[config.mk]
export PLATFORM = sky130hd
export DESIGN_NAME = signed_binary_to_decimal_ascii_unit_flat
export DESIGN_NICKNAME = d
export VERILOG_FILES = /design/src/sv/sbda_pkg.sv /design/src/sv/sbda_if.sv /design/src/sv/signed_binary_to_decimal_ascii_unit.sv /design/src/sv/sbda_digit_cell.sv /design/src/sv/sbda_serializer.sv /design/src/flat_wrapper.sv
export SDC_FILE = /design/constraint.sdc
export NUM_CORES = 1
export LEC_CHECK = 0
export ABC_AREA = 1
export BUFFER_PORTS_ARGS = -buffer_cell sky130_fd_sc_hd__buf_2
export CAP_MARGIN = 20
export CORE_MARGIN = 8
export CORE_UTILIZATION = 64
export DETAILED_ROUTE_END_ITERATION = 10
export PLACE_DENSITY = 0.86
export RECOVER_POWER = 25
export SLEW_MARGIN = 20
export SYNTH_ARGS = -nofsm -noshare
export SYNTH_HDL_FRONTEND = slang
export SYNTH_SLANG_ARGS = --single-unit
[constraint.sdc]
create_clock -name clk -period 6.9 [get_ports clk]
set_clock_uncertainty 0.2 [all_clocks]
set_input_delay 0.69 -clock clk [delete_from_list [all_inputs] [get_ports clk]]
set_output_delay 0.69 -clock clk [all_outputs]
set_load 0.1 [all_outputs]
[src/sv/sbda_pkg.sv]
// Package: widths, ASCII codes, the word handed along the digit chain, decade constants.
package sbda_pkg;

  localparam int NUM_W    = 32;
  localparam int CHAR_W   = 7;
  localparam int DIGITS   = 10;
  localparam int DIGIT_W  = 4;
  localparam int COUNT_W  = 4;
  // 9 * 10^9 needs 34 bits; keep some margin
  localparam int MULT_W   = 36;

  localparam logic [CHAR_W-1:0] ASCII_ZERO  = 7'h30;
  localparam logic [CHAR_W-1:0] ASCII_MINUS = 7'h2D;

  typedef struct packed {
    logic                             neg;
    logic [NUM_W-1:0]                 rem;
    logic [COUNT_W-1:0]               count;   // significant digits found so far
    logic [DIGITS-1:0][DIGIT_W-1:0]   digits;  // digits[k] weighs 10^k
  } sbda_word_t;

  // j * 10^pos, evaluated on constants only
  function automatic logic [MULT_W-1:0] dec_mult(input int pos, input int j);
    logic [MULT_W-1:0] v;
    v = MULT_W'(j);
    for (int k = 0; k < pos; k++) begin
      v = v * MULT_W'(10);
    end
    return v;
  endfunction

endpackage

[src/sv/sbda_if.sv]
// Stream interfaces: number input channel and character result channel.
interface sbda_num_if;
  import sbda_pkg::*;
  logic                    valid;
  logic                    ready;
  logic signed [NUM_W-1:0] number;
  modport source(output valid, output number, input ready);
  modport sink(input valid, input number, output ready);
endinterface

interface sbda_char_if;
  import sbda_pkg::*;
  logic              valid;
  logic              ready;
  logic [CHAR_W-1:0] character;
  logic              last_char;
  modport source(output valid, output character, output last_char, input ready);
  modport sink(input valid, input character, input last_char, output ready);
endinterface

[src/sv/signed_binary_to_decimal_ascii_unit.sv]
// Top level: input register, chain of ten digit cells, character serializer.
// A number is taken into an input register that forms its magnitude, then walks
// through ten registered digit cells (10^9 down to 10^0), each of which holds it
// while the next is not ready, and on to the serializer. Characters leave at one
// per cycle while the result channel is ready; a number's text has 1 to 11
// characters, and this serializer sets the sustained rate. Up to eleven further
// numbers are held in flight in the chain meanwhile. The magnitude of the most
// negative value is taken as 2147483648.
module signed_binary_to_decimal_ascii_unit (
  input  logic        clk,
  input  logic        rst_n,
  sbda_num_if.sink    in_chan,
  sbda_char_if.source out_chan
);
  import sbda_pkg::*;

  logic       valid_c [0:DIGITS];
  logic       ready_c [0:DIGITS];
  sbda_word_t word_c  [0:DIGITS];

  logic       entry_valid_r;
  sbda_word_t entry_r;
  sbda_word_t entry_nxt;

  always_comb begin
    entry_nxt        = '0;
    entry_nxt.neg    = in_chan.number[NUM_W-1];
    entry_nxt.rem    = in_chan.number[NUM_W-1] ? (~in_chan.number[NUM_W-1:0] + NUM_W'(1))
                                               : in_chan.number[NUM_W-1:0];
  end

  assign in_chan.ready = !entry_valid_r || ready_c[0];

  always_ff @(posedge clk) begin
    if (!rst_n) begin
      entry_valid_r <= 1'b0;
    end else if (in_chan.ready) begin
      entry_valid_r <= in_chan.valid;
    end
  end

  always_ff @(posedge clk) begin
    if (in_chan.ready && in_chan.valid) begin
      entry_r <= entry_nxt;
    end
  end

  assign valid_c[0] = entry_valid_r;
  assign word_c[0]  = entry_r;

  for (genvar i = 0; i < DIGITS; i++) begin : g_cell
    sbda_digit_cell #(
      .POS(DIGITS-1-i)
    ) u_cell (
      .clk      (clk),
      .rst_n    (rst_n),
      .in_valid (valid_c[i]),
      .in_ready (ready_c[i]),
      .in_word  (word_c[i]),
      .out_valid(valid_c[i+1]),
      .out_ready(ready_c[i+1]),
      .out_word (word_c[i+1])
    );
  end

  sbda_serializer u_ser (
    .clk     (clk),
    .rst_n   (rst_n),
    .in_valid(valid_c[DIGITS]),
    .in_ready(ready_c[DIGITS]),
    .in_word (word_c[DIGITS]),
    .out_chan(out_chan)
  );

endmodule

[src/sv/sbda_digit_cell.sv]
// One cell of the digit chain: extracts the digit of weight 10^POS and passes the remainder on.
module sbda_digit_cell #(
  parameter int POS = 0
) (
  input  logic                clk,
  input  logic                rst_n,
  input  logic                in_valid,
  output logic                in_ready,
  input  sbda_pkg::sbda_word_t in_word,
  output logic                out_valid,
  input  logic                out_ready,
  output sbda_pkg::sbda_word_t out_word
);
  import sbda_pkg::*;

  logic [MULT_W-1:0]  mult [0:9];
  logic [MULT_W-1:0]  rem_ext;
  logic [MULT_W-1:0]  rem_sub;
  logic [DIGIT_W-1:0] digit;
  sbda_word_t         word_nxt;
  sbda_word_t         word_r;
  logic               valid_r;

  always_comb begin
    for (int j = 0; j < 10; j++) begin
      mult[j] = dec_mult(POS, j);
    end
  end

  // multiples rise monotonically, so the last one that fits gives the digit
  always_comb begin
    rem_ext = {{(MULT_W-NUM_W){1'b0}}, in_word.rem};
    digit   = '0;
    for (int j = 1; j < 10; j++) begin
      if (rem_ext >= mult[j]) begin
        digit = DIGIT_W'(j);
      end
    end
  end

  always_comb begin
    rem_sub                = rem_ext - mult[digit];
    word_nxt               = in_word;
    word_nxt.rem           = rem_sub[NUM_W-1:0];
    word_nxt.digits[POS]   = digit;
    if (digit != '0 || in_word.count != '0) begin
      word_nxt.count = in_word.count + COUNT_W'(1);
    end
  end

  assign in_ready  = !valid_r || out_ready;
  assign out_valid = valid_r;
  assign out_word  = word_r;

  always_ff @(posedge clk) begin
    if (!rst_n) begin
      valid_r <= 1'b0;
    end else if (in_ready) begin
      valid_r <= in_valid;
    end
  end

  always_ff @(posedge clk) begin
    if (in_ready && in_valid) begin
      word_r <= word_nxt;
    end
  end

endmodule

[src/sv/sbda_serializer.sv]
// Output stage: sends sign and significant digits of one word, one character per transfer.
module sbda_serializer (
  input  logic                clk,
  input  logic                rst_n,
  input  logic                in_valid,
  output logic                in_ready,
  input  sbda_pkg::sbda_word_t in_word,
  sbda_char_if.source         out_chan
);
  import sbda_pkg::*;

  logic                           busy_r;
  logic                           sign_r;
  logic [DIGIT_W-1:0]             pos_r;
  logic [DIGITS-1:0][DIGIT_W-1:0] digits_r;
  logic                           is_last;
  logic                           out_xfer;
  logic                           load;

  assign is_last  = !sign_r && pos_r == '0;
  assign out_xfer = out_chan.valid && out_chan.ready;
  assign in_ready = !busy_r || (out_xfer && is_last);
  assign load     = in_ready && in_valid;

  assign out_chan.valid     = busy_r;
  assign out_chan.last_char = is_last;
  assign out_chan.character = sign_r ? ASCII_MINUS
                                     : ASCII_ZERO + CHAR_W'(digits_r[pos_r]);

  always_ff @(posedge clk) begin
    if (!rst_n) begin
      busy_r <= 1'b0;
      sign_r <= 1'b0;
      pos_r  <= '0;
    end else if (load) begin
      busy_r <= 1'b1;
      sign_r <= in_word.neg;
      // zero has no significant digit: send the units digit alone
      pos_r  <= (in_word.count == '0) ? '0 : DIGIT_W'(in_word.count - COUNT_W'(1));
    end else if (out_xfer) begin
      if (sign_r) begin
        sign_r <= 1'b0;
      end else if (pos_r == '0) begin
        busy_r <= 1'b0;
      end else begin
        pos_r <= pos_r - DIGIT_W'(1);
      end
    end
  end

  always_ff @(posedge clk) begin
    if (load) begin
      digits_r <= in_word.digits;
    end
  end

  a_sign_busy: assert property (@(posedge clk) disable iff (!rst_n)
    sign_r |-> busy_r)
    else $error("sign pending while idle");

  a_pos_range: assert property (@(posedge clk) disable iff (!rst_n)
    busy_r |-> pos_r <= DIGIT_W'(DIGITS-1))
    else $error("digit position out of range");

  a_more_follows: assert property (@(posedge clk) disable iff (!rst_n)
    out_xfer && !is_last |=> busy_r)
    else $error("text cut short");

  a_minus_not_last: assert property (@(posedge clk) disable iff (!rst_n)
    out_chan.valid && out_chan.character == ASCII_MINUS |-> !out_chan.last_char)
    else $error("minus sign marked last");

endmodule
[src/flat_wrapper.sv]
// flat-port wrapper written by rule: the top's interface ports become plain ports
module signed_binary_to_decimal_ascii_unit_flat import sbda_pkg::*;
  (clk, rst_n, in_chan_valid, in_chan_number, in_chan_ready, out_chan_valid, out_chan_character, out_chan_last_char, out_chan_ready);
  sbda_num_if in_chan_i ();
  sbda_char_if out_chan_i ();
  input  logic clk;
  input  logic rst_n;
  input wire logic [$bits(in_chan_i.valid)-1:0] in_chan_valid;
  input wire logic [$bits(in_chan_i.number)-1:0] in_chan_number;
  output wire logic [$bits(in_chan_i.ready)-1:0] in_chan_ready;
  output wire logic [$bits(out_chan_i.valid)-1:0] out_chan_valid;
  output wire logic [$bits(out_chan_i.character)-1:0] out_chan_character;
  output wire logic [$bits(out_chan_i.last_char)-1:0] out_chan_last_char;
  input wire logic [$bits(out_chan_i.ready)-1:0] out_chan_ready;
  assign in_chan_i.valid = in_chan_valid;
  assign in_chan_i.number = in_chan_number;
  assign in_chan_ready = in_chan_i.ready;
  assign out_chan_valid = out_chan_i.valid;
  assign out_chan_character = out_chan_i.character;
  assign out_chan_last_char = out_chan_i.last_char;
  assign out_chan_i.ready = out_chan_ready;
  signed_binary_to_decimal_ascii_unit u_core (.clk(clk), .rst_n(rst_n), .in_chan(in_chan_i), .out_chan(out_chan_i));
endmodule
---- Word-level counts from Yosys, hierarchy flattened ----
Memories as Yosys holds them, arrays and structs flattened.
Index checks and enable logic that the tools add are counted.
storage, ports and cells
  logic and storage cells ................. 461
  register bits ........................... 648
  memories kept ........................... 9
  bits of input ports ..................... 36
  bits in read-only memories .............. 5,184
cells by class
  $add $sub $neg .......................... 22
  muxes and demuxes ....................... 133
  bitwise operators ....................... 10
  equality and inequality tests ........... 2
  reduce and logical (&&, ||, !) cells .... 74
  $lt $le $gt $ge ......................... 100
memories
  name             depth  bits a word  rd ports  clocked after Yosys merged registers in  wr ports  RTL line               source
  (no name shown)  16     36           1         0                                        0         sbda_digit_cell.sv:42  rem_sub = rem_ext - mult[digit];
  (no name shown)  16     36           1         0                                        0         sbda_digit_cell.sv:42
  (no name shown)  16     36           1         0                                        0         sbda_digit_cell.sv:42
  (no name shown)  16     36           1         0                                        0         sbda_digit_cell.sv:42
  (no name shown)  16     36           1         0                                        0         sbda_digit_cell.sv:42
  (no name shown)  16     36           1         0                                        0         sbda_digit_cell.sv:42
  +3 memories      --     --           --        --                                       --        --
operator list
  operator                                                count
  2-to-1 mux 32 bit                                       18
  2-to-1 mux 4 bit                                        95
  subtractor 32 bit                                       9
  >= comparator 32 x 10 -> 1 bit (second input constant)  5
  >= comparator 32 x 20 -> 1 bit (second input constant)  5
  >= comparator 32 x 30 -> 1 bit (second input constant)  5
  >= comparator 32 x 33 -> 1 bit (second input constant)  4
  >= comparator 32 x 13 -> 1 bit (second input constant)  4
  >= comparator 32 x 17 -> 1 bit (second input constant)  4
  >= comparator 32 x 23 -> 1 bit (second input constant)  4
  >= comparator 32 x 27 -> 1 bit (second input constant)  4
  >= comparator 32 x 3 -> 1 bit (second input constant)   4
  >= comparator 32 x 7 -> 1 bit (second input constant)   4
  >= comparator 32 x 16 -> 1 bit (second input constant)  3
  >= comparator 32 x 19 -> 1 bit (second input constant)  3
  >= comparator 32 x 26 -> 1 bit (second input constant)  3
  >= comparator 32 x 29 -> 1 bit (second input constant)  3
  >= comparator 32 x 4 -> 1 bit (second input constant)   3
  >= comparator 32 x 6 -> 1 bit (second input constant)   3
  >= comparator 32 x 9 -> 1 bit (second input constant)   3
  nonzero test 4 bit                                      19
  >= comparator 32 x 12 -> 1 bit (second input constant)  2
  >= comparator 32 x 14 -> 1 bit (second input constant)  2
  >= comparator 32 x 15 -> 1 bit (second input constant)  2
  other kinds (34)                                        130

---- Logic depth before layout (Yosys ltp) ----
  word-level depth ........................ 16
  mapped depth ............................ 33
  depth with buffers taken out ............ 33

---- Modules after synthesis ----
From an unflattened synthesis, not the netlist that was laid out.
second synthesis, totals
  cells, all modules ...................... 4,685
  area total of the unflattened synthesis .. 46,537.1 um2
modules (own cells, without submodules)
  module                                      instances  area an instance (um2)  seq. area each (um2)  cells each
  sbda_digit_cell at u_core.g_cell[1].u_cell  1          4,917.2                 2,332.2               546
  sbda_digit_cell at u_core.g_cell[2].u_cell  1          4,723.3                 2,332.2               519
  sbda_digit_cell at u_core.g_cell[3].u_cell  1          4,435.5                 2,332.2               465
  sbda_digit_cell at u_core.g_cell[5].u_cell  1          4,395.5                 2,332.2               470
  sbda_digit_cell at u_core.g_cell[0].u_cell  1          4,364.2                 2,302.2               479
  sbda_digit_cell at u_core.g_cell[4].u_cell  1          4,330.4                 2,332.2               435
  sbda_digit_cell at u_core.g_cell[6].u_cell  1          4,126.5                 2,332.2               389
  sbda_digit_cell at u_core.g_cell[7].u_cell  1          3,853.7                 2,332.2               346
  sbda_digit_cell at u_core.g_cell[8].u_cell  1          3,751.1                 2,332.2               308
  sbda_digit_cell at u_core.g_cell[9].u_cell  1          3,469.6                 2,332.2               276
  sbda_serializer                             1          2,089.5                 1,321.3               192
  signed_binary_to_decimal_ascii_unit         1          2,080.7                 1,011.0               260

---- Worst setup path before layout ----
Ideal clock, no wire load.
  path kind ............................... reg-to-reg
  start ................................... register u_core.u_ser.pos_r[0]
  end ..................................... register u_core.g_cell[6].u_cell.word_r (netlist bit u_core.g_cell[6].u_cell.out_word[12]) (enable)
  cell stages (with the launch flop) ...... 10
  clock period less this slack ............ 5.590 ns
  data required time ...................... 6.193 ns
  slack ................................... 1.310 ns
  arrival ................................. 4.882 ns
  cell sequence ........................... dfxtp_1 inv_1 clkbuf_1 ha_1 nand3_4 nor2_4 nand2_4 nand4_4 nor2_4 a21oi_1
between the ends
  word-level cells in the longest chain between the ends .. 9
ends and longest elaborated chain
  what                           RTL line               source
  start, declared                sbda_serializer.sv:14  logic [DIGIT_W-1:0] pos_r;
  start signal, assigned         sbda_serializer.sv:39  pos_r <= (in_word.count == '0) ? '0 : DIGIT_W'(in_word.count - COUNT_W'(1));
  start signal, assigned         sbda_serializer.sv:46  pos_r <= pos_r - DIGIT_W'(1);
  zero test 4 bit                sbda_serializer.sv:20  assign is_last = !sign_r && pos_r == '0;
  logical AND 1 bit              sbda_serializer.sv:20
  named net out_chan_last_char   flat_wrapper.sv:13     output wire logic [$bits(out_chan_i.last_char)-1:0] out_chan_last_char;
  logical AND 1 bit              sbda_serializer.sv:22  assign in_ready = !busy_r || (out_xfer && is_last);
  logical OR 1 bit               sbda_serializer.sv:22
  logical OR 1 bit (4 in a row)  sbda_digit_cell.sv:51  assign in_ready = !valid_r || out_ready;
  logical AND 1 bit              sbda_digit_cell.sv:64  if (in_ready && in_valid) begin
  end signal, assigned           sbda_digit_cell.sv:65  word_r <= word_nxt;
  end, declared                  sbda_digit_cell.sv:21  sbda_word_t word_r;
The timed path passes the listed nets, and every way through them passes these cells.
A chain may end at the register's enable or synchronous reset.

---- Worst setup path after layout ----
  start ................................... register u_core.u_ser.pos_r[0]
  end ..................................... output port in_chan_ready
between the ends
  word-level cells in the longest chain between the ends .. 15
ends and longest elaborated chain
  what                            RTL line                                   source
  zero test 4 bit                 sbda_serializer.sv:20
  logical AND 1 bit               sbda_serializer.sv:20
  logical AND 1 bit               sbda_serializer.sv:22
  logical OR 1 bit                sbda_serializer.sv:22
  logical OR 1 bit (10 in a row)  sbda_digit_cell.sv:51
  logical OR 1 bit                signed_binary_to_decimal_ascii_unit.sv:32  assign in_chan.ready = !entry_valid_r || ready_c[0];
  end, declared                   flat_wrapper.sv:10                         output wire logic [$bits(in_chan_i.ready)-1:0] in_chan_ready;
No other way between the ends.

==> impl_metrics.env <==
export IMPL_status="finished clean"
export IMPL_finalCritPeriodShare_pct=73.1
export IMPL_relSlewSlack_pct=39.8
export IMPL_via_per_inst=5.86
export IMPL_setup_slack_ps=1860
export IMPL_clk_latency_ps=620
export IMPL_cts_resized=0
export IMPL_maxCapViolations=0
export IMPL_hold_viol=0
export IMPL_leakage_uw=0.0153
export IMPL_cts_buffer_depth=3
export IMPL_drc=0
export IMPL_tightest_slew_ps=903
export IMPL_rr_worst_depth=23
export IMPL_ys_seq_area_share_pct=52.8
export IMPL_clk_pin_slew_ps=60
export IMPL_cp_end_kind="output pin"
export IMPL_timing_rr_start="u_core.g_cell[6].u_cell.out_word[64]$_DFFE_PP_"
export IMPL_grt_max_degree=73
export IMPL_root_buffer="clkbuf_16"
export IMPL_synth_avg_cell_area_um2=9.64
export IMPL_yosysWarningCount=0
export IMPL_setup_worst_path_class="reg -> out"
export IMPL_synthCells=3691
export IMPL_r2r_end="u_core.g_cell[7].u_cell.out_word[69]$_DFFE_PP_"
export IMPL_worstSetupStartpointType="flip-flop"
export IMPL_ios=46
export IMPL_wl_per_cell_um=17.7
export IMPL_ys_ff_latch=631
export IMPL_path_max_fanout=22
export IMPL_pre_cts_slack_ps=2080
export IMPL_hold_path_end="u_core.entry_r[44]$_DFFE_PP_"
export IMPL_num_antenna_cells=0
export IMPL_peakVddDrop_mv=0.181
export IMPL_die_area_um2=63400
export IMPL_syn_to_final_growth_pct=9.25
export IMPL_dr_pass1_iters=7
export IMPL_clock_fmax_mhz=198
export IMPL_fp_row_count=86
export IMPL_mostFrequentLayoutCell="nand2_1"
export IMPL_hold_depth=1
export IMPL_wl_mm=81.3
export IMPL_dpl_cell_area_um2=36800
export IMPL_min_period_ps=5040
export IMPL_die_w_um=252
export IMPL_cp_arrival_ps=4150
export IMPL_dp_hpwl_mm=58.8
export IMPL_power_density_nw_per_um2=229
export IMPL_grt_ovfl_total=0
export IMPL_fillCellCount=3809
export IMPL_coreArea_um2=55000
export IMPL_start_util_pct=64.7
export IMPL_gp_congestion=0.962
export IMPL_grt_pass1_vias=26200
export IMPL_synth_edf_count=614
export IMPL_regArea_um2=18800
export IMPL_worstPathRequired_ps=6010
export IMPL_grt_util_all_layers_pct=25.3
export IMPL_cts_buffers=66
export IMPL_fin_setup_tns_ps=0
export IMPL_cts_tree="built"
export IMPL_drv_slew=0
export IMPL_worstHoldPathType="in -> reg"
export IMPL_port_buffer_count=43
export IMPL_setup_viol_count_final=0
export IMPL_mostFrequentLayoutCells="nand2_1, edfxtp_1, inv_1"
export IMPL_drt_initial_drc_count=2392
export IMPL_cts_htree_levels=3
export IMPL_synth_cell_type_count=68
export IMPL_drive_gt1_share_pct=6.59
export IMPL_min_from="in_chan_number[0]"
export IMPL_num_vias=26900
export IMPL_fp_dieH_um=252
export IMPL_reg2reg_slack_ps=1920
export IMPL_cts_hold_buf=0
export IMPL_finalNetCount=4035
export IMPL_post_cts_setup_buffers=0
export IMPL_syn_cell_area_um2=35600
export IMPL_rsz0062_at_grt="false"
export IMPL_synth_async_reset_ratio_pct=0
export IMPL_grt_pass1_wl_mm=131
export IMPL_clock_sinks=631
export IMPL_final_cell_area_um2=38900
export IMPL_grt_antenna_before_repair=0
export IMPL_synth_nets=3925
export IMPL_synth_ff_type="edfxtp_1"
export IMPL_multi_input_area_um2=15000
export IMPL_drtAntennaViolNets=0
## layout make-up
class	instances	area share, %
Clock buffer	88	4.51
Clock inverter	31	0.888
Inverter	473	4.57
Multi-Input combinational cell	2573	38.5
Sequential cell	631	48.3
Tap cell	748	2.41
Timing Repair Buffer	56	0.798
## report_power, final
part | internal [µW] | leakage [µW] | switching (µW)
Combinational | 364 | 0.00858 | 681
Sequential | 4310 | 0.00570 | 96.3
Clock | 1970 | 0.00102 | 1490
## sequential cells by signal, summed over array words and instances (netlist names)
signal                          count
u_core.u_ser.out_chan.valid         1
u_core.u_ser.digits_r              39
u_core.g_cell.u_cell.out_valid     10
u_core.entry_r                     33
u_core.entry_valid_r                1
u_core.g_cell.u_cell.out_word     542
u_core.u_ser.pos_r                  4
u_core.u_ser.sign_r                 1
## through the flow
step,cells,util (%),hold WS [ps],power [µW]
2_1_floorplan,3691,-,200,5210
3_3_place_gp,4481,66.9,200,5490
3_5_place_dp,4481,66.9,205,5500
4_1_cts,4600,70.7,54.5,8930
5_1_grt,4600,70.7,58.3,9210
6_report,4600,70.7,79.8,8900
## how the worst max path moves through the flow
stage	from	to	slack (ps)	depth (start not counted)
2_1_floorplan	u_core.u_ser.pos_r[0]$_SDFFE_PN0P_	u_core.g_cell[6].u_cell.out_word[12]$_DFFE_PP_	1310	9
3_3_place_gp	u_core.g_cell[0].u_cell.out_word[64]$_DFFE_PP_	u_core.g_cell[1].u_cell.out_word[73]$_DFFE_PP_	2150	22
3_5_place_dp	u_core.g_cell[0].u_cell.out_word[64]$_DFFE_PP_	u_core.g_cell[1].u_cell.out_word[73]$_DFFE_PP_	2080	22
4_1_cts	u_core.u_ser.pos_r[0]$_SDFFE_PN0P_	in_chan_ready	1880	13
5_1_grt	u_core.g_cell[1].u_cell.out_word[69]$_DFFE_PP_	u_core.g_cell[2].u_cell.out_word[72]$_DFFE_PP_	1400	30
6_report	u_core.u_ser.pos_r[0]$_SDFFE_PN0P_	in_chan_ready	1860	13
## critical path: stages, from the launching register on
cell and delay (ps):
dfxtp_1 860, inv_1 570, ha_1 410, nand3_4 110
nor2_4 50, nand2_4 80, nand4_4 110, nor2_4 210
nand2_2 120, nor2_4 210, nand3_4 150, nor2_8 190
nand4_4 130, buf_2 330
## layer usage
layer	vias to the layer above	part of all wire (%)	track usage [%]
met5	-	0	0
met4	0	5.0	12.1
met3	279	5.7	3.69
met2	1146	51	46.2
met1	12600	38	29.1
li1	12900	-	-
## cells by family (layout without fill, tap and decap cells)
kind of cell	after synthesis	after routing	share of synthesized area, %
DFF	631	631	52.8
AOI/OAI and AO/OA	561	561	9.14
adders and majority gates	198	198	7.15
buffers and inverters	487	648	5.19
xor gates and xnor gates	261	261	6.43
other	2	2	0.0211
and+or+nand+nor	1551	1551	19.3
## cell usage after synthesis (all sizes together), types with 5 or more instances
master | number | area, µm²
nand2 | 691 | 2630
edfxtp | 614 | 18400
inv | 471 | 1770
nor2 | 448 | 1840
a21oi | 226 | 1160
nand3 | 197 | 1050
o21ai | 191 | 978
ha | 189 | 2360
xor2 | 157 | 1380
xnor2 | 104 | 911
nor3 | 77 | 415
nand4 | 64 | 437
nor4 | 41 | 272
o211ai | 30 | 225
a31oi | 24 | 165
dfxtp | 17 | 340
o31ai | 13 | 97.6
or2 | 13 | 81.3
a21boi | 11 | 93.8
nand3b | 11 | 82.6
o221ai | 11 | 96.3
clkbuf | 10 | 37.5
o21bai | 10 | 75.1
a21o | 9 | 68.8
fa | 9 | 180
o2111ai | 7 | 61.3
o22ai | 7 | 43.8
a211oi | 5 | 37.5
and3 | 5 | 31.3
o21a | 5 | 37.5
(Power assumes the default switching activity.)
